File: src/rtl/kads_pkg.sv
package kads_pkg;

    localparam int TIME_W     = 32;
    localparam int ANGLE_W    = 9;
    localparam int PI_W       = 10;
    localparam int GAP_W      = 14;
    localparam int DPS_W      = 9;
    localparam int LIM_W      = 10;
    localparam int ACC_W      = 11;
    localparam int MAG_W      = 10;
    localparam int STATUS_W   = 2;
    localparam int CFG_IDX_W  = 3;
    localparam int CFG_DATA_W = 14;
    localparam int IN_DATA_W  = 48;
    localparam int IN_USER_W  = 1;
    localparam int OUT_DATA_W = 16;

    typedef logic [STATUS_W-1:0]  status_t;
    typedef logic [CFG_IDX_W-1:0] cfg_idx_t;

    localparam status_t ST_THROTTLED = 2'd0;
    localparam status_t ST_READ_FAIL = 2'd1;
    localparam status_t ST_BASELINED = 2'd2;
    localparam status_t ST_TRACKED   = 2'd3;

    localparam cfg_idx_t REG_POLL_INTERVAL = 3'd0;
    localparam cfg_idx_t REG_MAX_GAP       = 3'd1;
    localparam cfg_idx_t REG_DEG_PER_STEP  = 3'd2;
    localparam cfg_idx_t REG_ACCUM_LIMIT   = 3'd3;
    localparam cfg_idx_t REG_INVERT        = 3'd4;

    typedef struct packed {
        logic busy;
        logic done;
    } div_stat_t;

endpackage

File: src/rtl/kads_div.sv
// Restoring divider, one quotient bit per cycle.
module kads_div (
    input  logic                         clk,
    input  logic                         rst_n,
    input  logic                         start,
    input  logic [kads_pkg::MAG_W-1:0]   dividend,
    input  logic [kads_pkg::DPS_W-1:0]   divisor,
    output logic [kads_pkg::MAG_W-1:0]   quotient,
    output logic [kads_pkg::DPS_W-1:0]   remainder,
    output kads_pkg::div_stat_t          stat
);
    import kads_pkg::*;

    localparam int CNT_W = $clog2(MAG_W);

    logic [MAG_W-1:0] quo_reg;
    logic [DPS_W-1:0] rem_reg;
    logic [DPS_W-1:0] div_reg;
    logic [CNT_W-1:0] cnt_reg;
    logic             busy_reg;
    logic             done_reg;

    logic [DPS_W:0]   trial;
    logic [DPS_W:0]   trial_diff;
    logic             fits;
    logic [DPS_W-1:0] rem_next;

    assign trial      = {rem_reg, quo_reg[MAG_W-1]};
    assign fits       = trial >= {1'b0, div_reg};
    assign trial_diff = trial - {1'b0, div_reg};
    // partial remainder stays below the divisor, so the top bit drops
    assign rem_next   = fits ? trial_diff[DPS_W-1:0] : trial[DPS_W-1:0];

    always_ff @(posedge clk or negedge rst_n)
    begin
        if (!rst_n)
        begin
            busy_reg <= 1'b0;
            done_reg <= 1'b0;
            cnt_reg  <= '0;
        end
        else
        begin
            done_reg <= 1'b0;
            if (start)
            begin
                busy_reg <= 1'b1;
                cnt_reg  <= CNT_W'(MAG_W - 1);
            end
            else if (busy_reg)
            begin
                if (cnt_reg == '0)
                begin
                    busy_reg <= 1'b0;
                    done_reg <= 1'b1;
                end
                else
                begin
                    cnt_reg <= cnt_reg - CNT_W'(1);
                end
            end
        end
    end

    always_ff @(posedge clk)
    begin
        if (start)
        begin
            quo_reg <= dividend;
            rem_reg <= '0;
            div_reg <= divisor;
        end
        else if (busy_reg)
        begin
            quo_reg <= {quo_reg[MAG_W-2:0], fits};
            rem_reg <= rem_next;
        end
    end

    assign quotient  = quo_reg;
    assign remainder = rem_reg;
    assign stat.busy = busy_reg;
    assign stat.done = done_reg;

endmodule

File: src/rtl/knob_angle_to_detent_steps_core.sv
// Throttled, failed and baselining polls go from the check straight to the output load;
// tracked polls pass through check, clamp, divide, sign fix and output load.
// One poll at a time: the next input transfer waits until the poll is back in S_IDLE,
// and longer while a stalled result holds the output register.
// Reset (rst_n, async, active low): control and configuration registers return to their
// defaults, tracking off, accumulator and timestamps cleared; payload is not reset.
module knob_angle_to_detent_steps_core #(
    parameter int CIRCLE_COUNTS = 360
) (
    input  logic                               clk,
    input  logic                               rst_n,
    input  logic                               s_tvalid,
    output logic                               s_tready,
    input  logic [kads_pkg::IN_DATA_W-1:0]     s_tdata,   // time_ms[31:0], angle[40:32]
    input  logic [kads_pkg::IN_USER_W-1:0]     s_tuser,   // read_ok[0]
    output logic                               m_tvalid,
    input  logic                               m_tready,
    output logic [kads_pkg::OUT_DATA_W-1:0]    m_tdata,   // steps[10:0]
    output logic [kads_pkg::STATUS_W-1:0]      m_tuser,   // status[1:0]
    input  logic                               cfg_we,
    input  logic [kads_pkg::CFG_IDX_W-1:0]     cfg_index,
    input  logic [kads_pkg::CFG_DATA_W-1:0]    cfg_data
);
    import kads_pkg::*;

    localparam int CB = $clog2(CIRCLE_COUNTS + 1);
    localparam int DW = ((CB > ANGLE_W) ? CB : ANGLE_W) + 2;
    localparam int SW = ((DW > ACC_W) ? DW : ACC_W) + 1;
    localparam logic signed [DW-1:0] HALF_S = DW'(CIRCLE_COUNTS / 2);
    localparam logic signed [DW-1:0] CIRC_S = DW'(CIRCLE_COUNTS);

    localparam logic [2:0] S_IDLE  = 3'd0;
    localparam logic [2:0] S_CHECK = 3'd1;
    localparam logic [2:0] S_ACC   = 3'd2;
    localparam logic [2:0] S_DIV   = 3'd3;
    localparam logic [2:0] S_DONE  = 3'd4;

    logic [2:0] state_reg;

    logic [PI_W-1:0]  poll_interval_reg;
    logic [GAP_W-1:0] max_gap_reg;
    logic [DPS_W-1:0] dps_reg;
    logic [LIM_W-1:0] limit_reg;
    logic             invert_reg;

    logic                    tracking_reg;
    logic [ANGLE_W-1:0]      prev_angle_reg;
    logic signed [ACC_W-1:0] acc_reg;
    logic [TIME_W-1:0]       last_poll_reg;
    logic [TIME_W-1:0]       last_good_reg;

    logic [TIME_W-1:0]      time_reg;
    logic [ANGLE_W-1:0]     angle_reg;
    logic                   ok_reg;
    logic signed [DW-1:0]   delta_reg;
    logic                   neg_reg;
    logic [ACC_W-1:0]       res_steps_reg;
    status_t                res_status_reg;
    logic                   m_tvalid_reg;
    logic [ACC_W-1:0]       m_steps_reg;
    status_t                m_status_reg;

    logic [TIME_W-1:0]       poll_diff;
    logic [TIME_W-1:0]       good_diff;
    logic                    throttled;
    logic                    gap;
    logic signed [DW-1:0]    diff_raw;
    logic signed [DW-1:0]    diff_wrap;
    logic signed [DW-1:0]    delta_dir;
    logic signed [SW-1:0]    sum;
    logic signed [SW-1:0]    lim_s;
    logic signed [ACC_W-1:0] clamped;
    logic [ACC_W-1:0]        clamped_abs;
    logic [DPS_W-1:0]        dps_eff;
    logic [MAG_W-1:0]        quotient;
    logic [DPS_W-1:0]        remainder;
    div_stat_t               div_stat;
    logic [ACC_W-1:0]        q_ext;
    logic [ACC_W-1:0]        r_ext;

    assign poll_diff = time_reg - last_poll_reg;
    assign good_diff = time_reg - last_good_reg;
    assign throttled = poll_diff < TIME_W'(poll_interval_reg);
    assign gap       = good_diff > TIME_W'(max_gap_reg);

    assign diff_raw = DW'($signed({1'b0, angle_reg})) - DW'($signed({1'b0, prev_angle_reg}));

    always_comb
    begin
        if (diff_raw > HALF_S)
            diff_wrap = diff_raw - CIRC_S;
        else if (diff_raw < -HALF_S)
            diff_wrap = diff_raw + CIRC_S;
        else
            diff_wrap = diff_raw;
    end

    assign delta_dir = invert_reg ? -diff_wrap : diff_wrap;

    assign sum   = SW'(acc_reg) + SW'(delta_reg);
    assign lim_s = SW'($signed({1'b0, limit_reg}));

    always_comb
    begin
        if (sum > lim_s)
            clamped = ACC_W'(lim_s);
        else if (sum < -lim_s)
            clamped = ACC_W'(-lim_s);
        else
            clamped = ACC_W'(sum);
    end

    assign clamped_abs = clamped[ACC_W-1] ? ACC_W'(-clamped) : ACC_W'(clamped);
    assign dps_eff     = (dps_reg == '0) ? DPS_W'(1) : dps_reg;

    kads_div u_div (
        .clk       (clk),
        .rst_n     (rst_n),
        .start     (state_reg == S_ACC),
        .dividend  (clamped_abs[MAG_W-1:0]),
        .divisor   (dps_eff),
        .quotient  (quotient),
        .remainder (remainder),
        .stat      (div_stat)
    );

    assign q_ext = ACC_W'(quotient);
    assign r_ext = ACC_W'(remainder);

    // control and architectural state
    always_ff @(posedge clk or negedge rst_n)
    begin
        if (!rst_n)
        begin
            state_reg         <= S_IDLE;
            poll_interval_reg <= PI_W'(10);
            max_gap_reg       <= GAP_W'(30);
            dps_reg           <= DPS_W'(30);
            limit_reg         <= LIM_W'(90);
            invert_reg        <= 1'b0;
            tracking_reg      <= 1'b0;
            prev_angle_reg    <= '0;
            acc_reg           <= '0;
            last_poll_reg     <= '0;
            last_good_reg     <= '0;
            m_tvalid_reg      <= 1'b0;
        end
        else
        begin
            if (cfg_we)
            begin
                unique case (cfg_index)
                    REG_POLL_INTERVAL: poll_interval_reg <= cfg_data[PI_W-1:0];
                    REG_MAX_GAP:       max_gap_reg       <= cfg_data[GAP_W-1:0];
                    REG_DEG_PER_STEP:  dps_reg           <= cfg_data[DPS_W-1:0];
                    REG_ACCUM_LIMIT:   limit_reg         <= cfg_data[LIM_W-1:0];
                    REG_INVERT:        invert_reg        <= cfg_data[0];
                    default: ;
                endcase
            end

            // output register: load in S_DONE once free, drop after its transfer
            if ((state_reg == S_DONE) && (!m_tvalid_reg || m_tready))
                m_tvalid_reg <= 1'b1;
            else if (m_tready)
                m_tvalid_reg <= 1'b0;

            unique case (state_reg)
                S_IDLE:
                begin
                    if (s_tvalid)
                        state_reg <= S_CHECK;
                end
                S_CHECK:
                begin
                    if (throttled)
                    begin
                        state_reg <= S_DONE;
                    end
                    else
                    begin
                        last_poll_reg <= time_reg;
                        if (!ok_reg)
                        begin
                            state_reg <= S_DONE;
                        end
                        else
                        begin
                            prev_angle_reg <= angle_reg;
                            last_good_reg  <= time_reg;
                            tracking_reg   <= 1'b1;
                            if (gap)
                                acc_reg <= '0;
                            if (gap || !tracking_reg)
                                state_reg <= S_DONE;
                            else
                                state_reg <= S_ACC;
                        end
                    end
                end
                S_ACC:
                begin
                    state_reg <= S_DIV;
                end
                S_DIV:
                begin
                    if (div_stat.done)
                    begin
                        // remainder keeps the sign of the clamped accumulator
                        acc_reg   <= neg_reg ? $signed(-r_ext) : $signed(r_ext);
                        state_reg <= S_DONE;
                    end
                end
                S_DONE:
                begin
                    if (!m_tvalid_reg || m_tready)
                        state_reg <= S_IDLE;
                end
                default:
                begin
                    state_reg <= S_IDLE;
                end
            endcase
        end
    end

    // payload
    always_ff @(posedge clk)
    begin
        unique case (state_reg)
            S_IDLE:
            begin
                if (s_tvalid)
                begin
                    time_reg  <= s_tdata[TIME_W-1:0];
                    angle_reg <= s_tdata[TIME_W+ANGLE_W-1:TIME_W];
                    ok_reg    <= s_tuser[0];
                end
            end
            S_CHECK:
            begin
                delta_reg     <= delta_dir;
                res_steps_reg <= '0;
                if (throttled)
                    res_status_reg <= ST_THROTTLED;
                else if (!ok_reg)
                    res_status_reg <= ST_READ_FAIL;
                else if (gap || !tracking_reg)
                    res_status_reg <= ST_BASELINED;
                else
                    res_status_reg <= ST_TRACKED;
            end
            S_ACC:
            begin
                neg_reg <= clamped[ACC_W-1];
            end
            S_DIV:
            begin
                if (div_stat.done)
                    res_steps_reg <= neg_reg ? -q_ext : q_ext;
            end
            S_DONE:
            begin
                if (!m_tvalid_reg || m_tready)
                begin
                    m_steps_reg  <= res_steps_reg;
                    m_status_reg <= res_status_reg;
                end
            end
            default: ;
        endcase
    end

    assign s_tready = (state_reg == S_IDLE);
    assign m_tvalid = m_tvalid_reg;
    assign m_tdata  = OUT_DATA_W'(m_steps_reg);
    assign m_tuser  = m_status_reg;

endmodule

File: config.mk
export PLATFORM = sky130hd
export DESIGN_NAME = knob_angle_to_detent_steps_core
export DESIGN_NICKNAME = d
export VERILOG_FILES = /design/src/rtl/kads_pkg.sv /design/src/rtl/kads_div.sv /design/src/rtl/knob_angle_to_detent_steps_core.sv
export SDC_FILE = /design/constraint.sdc
export NUM_CORES = 1
export LEC_CHECK = 0
export ABC_AREA = 1
export BUFFER_PORTS_ARGS = -buffer_cell sky130_fd_sc_hd__clkbuf_2
export CORE_MARGIN = 3
export CORE_UTILIZATION = 35
export CTS_BUF_LIST = sky130_fd_sc_hd__clkbuf_16
export DETAILED_ROUTE_END_ITERATION = 16
export PLACE_DENSITY = 0.46
export SYNTH_ARGS = -nofsm -noshare
export SYNTH_HDL_FRONTEND = slang
export SYNTH_SLANG_ARGS = --single-unit
File: constraint.sdc
create_clock -name clk -period 5.4 [get_ports clk]
set_input_delay 0.27 -clock clk [delete_from_list [all_inputs] [get_ports clk]]
set_output_delay 0.27 -clock clk [all_outputs]
set_load 0.05 [all_outputs]
==> flow_summary.json <==
{
  "place_hpwl_um": 40000,
  "reg2reg_slack_ns": 0.89,
  "synth.avg_cell_area_um2": 7.09,
  "drt_iter0_markers": 883,
  "antenna_found_initial": 1,
  "maxSlewHeadroom_pct": 31.1,
  "dpl_cell_area_mm2": 0.0190,
  "die-area_mm2": 0.0541,
  "clk_pin_slew_worst_paths_ns": 0.06,
  "drv_cap": 0,
  "fin_util_pct": 40.5,
  "rsz0062_at_grt": "no",
  "fill_cells": 5374,
  "overflow": 0,
  "avgViaCountPerCell": 4.69,
  "root_buffer": "clkbuf_16",
  "tightest_slew_ns": 1.03,
  "cts_resized": 0,
  "crit_type": "flip-flop to flip-flop",
  "crit_chain": "ha_1 -> nand2_1 -> nor2_1 -> a211oi_1 -> o21ai_1 -> nand2_1 -> nand2_1 -> xor2_1 -> ha_1 -> a21oi_1 -> o21a_1 -> nand4_1 -> nand2_1 -> inv_1 -> or2_2 -> nand2_1 -> nand2_1 -> nand2_1 -> nor2_1 -> and2_1 -> nand2_1 -> nand3_1 -> nand3_1 -> nand2_1",
  "die_h_um": 233,
  "grt_use_total_pct": 18.8,
  "fp.dieW_um": 233,
  "drc": 0,
  "first_pass_iters": 5,
  "ys_ff_latch": 247,
  "cp_slowest_stage_delay_ns": 0.43,
  "layout-drive-gt1-share_pct": 6.91,
  "intPower_mw": 6.21,
  "critPathBufInv": 1,
  "area_growth_syn_to_layout_pct": 13.8,
  "netlist_area_mm2": 0.0180,
  "cts.sinks": 247,
  "insertion_delay_ns": 0.60,
  "swShare_pct": 49.6,
  "hold_viol": 0,
  "p_clk_share_pct": 15.5,
  "maxSlewViolCount": 0,
  "finalCriticalPeriod_ns": 4.51,
  "num_io_pins": 91,
  "rows": 82,
  "crit_top_cell": "nand2_1",
  "cp.depth": 24,
  "antenna_left": 0,
  "setup_ws_ns": 0.895,
  "critPathCaptureType": "flip-flop",
  "grt_first_pass_wirelength_um": 81300,
  "crit_start": "delta_reg[2]",
  "place_congestion": 0.872,
  "worstPathRequired_ns": 5.75,
  "dr_total_vias": 15700,
  "cts_tree": "yes",
  "crit_arrival_ns": 4.85,
  "max_freq_mhz": 222,
  "final_cell_area_mm2": 0.0205,
  "setup_viol": 0,
  "cts_setup_buffers": 0,
  "totalWireLength_um": 49900,
  "yosysSeqAreaShare_pct": 37.0,
  "fin_crit_sh_pct": 83.4,
  "power_frac_seq_pct": 23.0,
  "p_leak_nw": 10.7,
  "hold_class": "input pin to flip-flop",
  "ir_drop_v": 0.000367,
  "diodes": 0,
  "cp-start-kind": "flip-flop",
  "outcome": "finished, final reports clean",
  "synth_cell_type_count": 52,
  "timing.rr.end": "u_div.quotient[7]",
  "cpMaxStageDelayCell": "edfxtp_1",
  "grt_max_degree": 140,
  "powerDensity_mw_per_mm2": 602,
  "fin_worst_skew_ns": 0.0243,
  "start_util_pct": 35.6,
  "synth_warnings": 0,
  "critPathMaxFanout": 15,
  "postSynthCellCount": 2534,
  "timing.setup.tns_ns": 0,
  "r2r-start": "delta_reg[2]",
  "place_ws_ns": 0.886,
  "cp-endpoint": "u_div.quotient[7]",
  "power_switching_mw": 6.10,
  "io_buffers": 78,
  "hold_depth": 3,
  "cts_max_path_buffers": 3,
  "fin_nets": 2872,
  "core_mm2": 0.0505,
  "first_global_vias": 15500,
  "multiInputGateArea_mm2": 0.00934,
  "htreeDepth": 1,
  "cts_buffers": 31,
  "pwr-share-comb_pct": 61.5,
  "regArea_mm2": 0.00665,
  "r2r_cells": 24,
  "cp_top_family": "simple AND/OR/NAND/NOR gates",
  "wl_per_cell_um": 14.9
}
-- how the worst min path moves through the flow --
stage | endpoint | start | slack, ns
global placement | m_steps_reg[6] | res_steps_reg[6] | 0.40
CTS | poll_interval_reg[1] | cfg_data[1] | 0.03
global route | poll_interval_reg[1] | cfg_data[1] | 0.05
floorplan | acc_reg[0] | rst_n | -0.03
detailed placement | m_steps_reg[6] | res_steps_reg[6] | 0.41
finish | limit_reg[3] | cfg_data[3] | 0.05
-- repair_timing --
item	CTS	global route
endpoints found under the hold margin	173	0
hold buffers	50	0
endpoints found under the setup margin	0	0
-- stage by stage --
step                std cells  power [mW]  hold WS [ns]
finish                   3351        12.3        0.0454
global route             3351        13.8        0.0501
CTS                      3351        12.5        0.0309
detailed placement       3243        10.5         0.405
global placement         3243        10.4         0.401
floorplan                2538        8.63       -0.0256
-- power groups by stage --
stage | sequential (mW) | combinational [mW] | clock, mW
5_1_grt | 2.90 | 8.83 | 2.05
2_1_floorplan | 2.85 | 5.79 | 0
4_1_cts | 2.85 | 7.67 | 1.98
3_5_place_dp | 2.88 | 7.60 | 0
6_report | 2.84 | 7.57 | 1.91
3_3_place_gp | 2.87 | 7.53 | 0
-- synthesized netlist by cell type (all sizes together) --
library cell / instances / share of area (%)
nand2: 797 / 17
inv: 458 / 9.6
nor2: 198 / 4.2
ha: 142 / 9.9
a21oi: 138 / 3.8
o21ai: 138 / 3.9
nand3: 132 / 3.7
dfrtp: 125 / 17
edfxtp: 99 / 17
nor3: 51 / 1.4
xor2: 43 / 2.2
nand4: 31 / 1.1
clkbuf: 27 / 0.56
buf: 26 / 1.0
xnor2: 16 / 0.78
nand3b: 15 / 0.63
dfstp: 14 / 2.0
dfxtp: 9 / 1.0
o211ai: 9 / 0.38
o22ai: 9 / 0.31
o21bai: 8 / 0.33
or2: 7 / 0.24
nor4: 6 / 0.21
a21o: 5 / 0.21
fa: 5 / 0.56
a211oi: 4 / 0.17
and2: 4 / 0.14
and3: 4 / 0.14
a31oi: 3 / 0.10
a21boi: 2 / 0.084
o21a: 2 / 0.084
a31o: 1 / 0.049
a32oi: 1 / 0.049
conb: 1 / 0.021
nor3b: 1 / 0.042
nor4b: 1 / 0.049
o31ai: 1 / 0.042
o32ai: 1 / 0.049
-- cell families after synthesis --
group	count (synthesis)	share of synthesized area, %
DFF	247	37.0
other	1	0.0209
AOI/OAI and AO/OA	322	9.57
and+or+nand+nor	1247	28.8
buffers and inverters	511	11.2
adders and majority gates	147	10.4
xor gates and xnor gates	59	2.96
-- cell type report --
class,instances,area share (%)
well taps,672,4.11
repair buffers,136,4.74
clock inverters,27,0.752
clock buffers,31,3.79
flip-flops and latches,247,32.5
inverters,458,8.41
multi-input cells,1780,45.7
-- metal layers --
metal	vias up	GRT usage [%]	wire length [um]
li1	8289	-	-
met1	7081	24.1	22600
met2	259	32.7	23600
met3	88	2.00	1580
met4	0	7.10	2090
met5	-	0	0
-- worst min-delay path, delay by kind of cell --
family                 cells  cell delay (ns)
AOI/OAI and AO/OA          1             0.12
buffers and inverters      2             0.24
-- placed cells by master (no fill, tap or decap), types with 7 or more instances in the layout --
cell type and instances:
nand3_1 130, o21bai_1 8, a21oi_1 138, o21ai_1 32, xor2_1 41, clkbuf_2 77
nand4_1 31, nor3_1 48, clkbuf_16 31, edfxtp_1 99, dfstp_2 14, nor2_1 191
dfrtp_1 125, xnor2_1 16, ha_1 142, dlygate4sd3_1 50, inv_1 460, nand2_2 13
o211ai_1 9, nand3b_1 15, o22ai_1 9, nand2_1 783, buf_4 7, inv_2 11
o21ai_0 105, dfxtp_1 9
(Power assumes the default switching activity.)
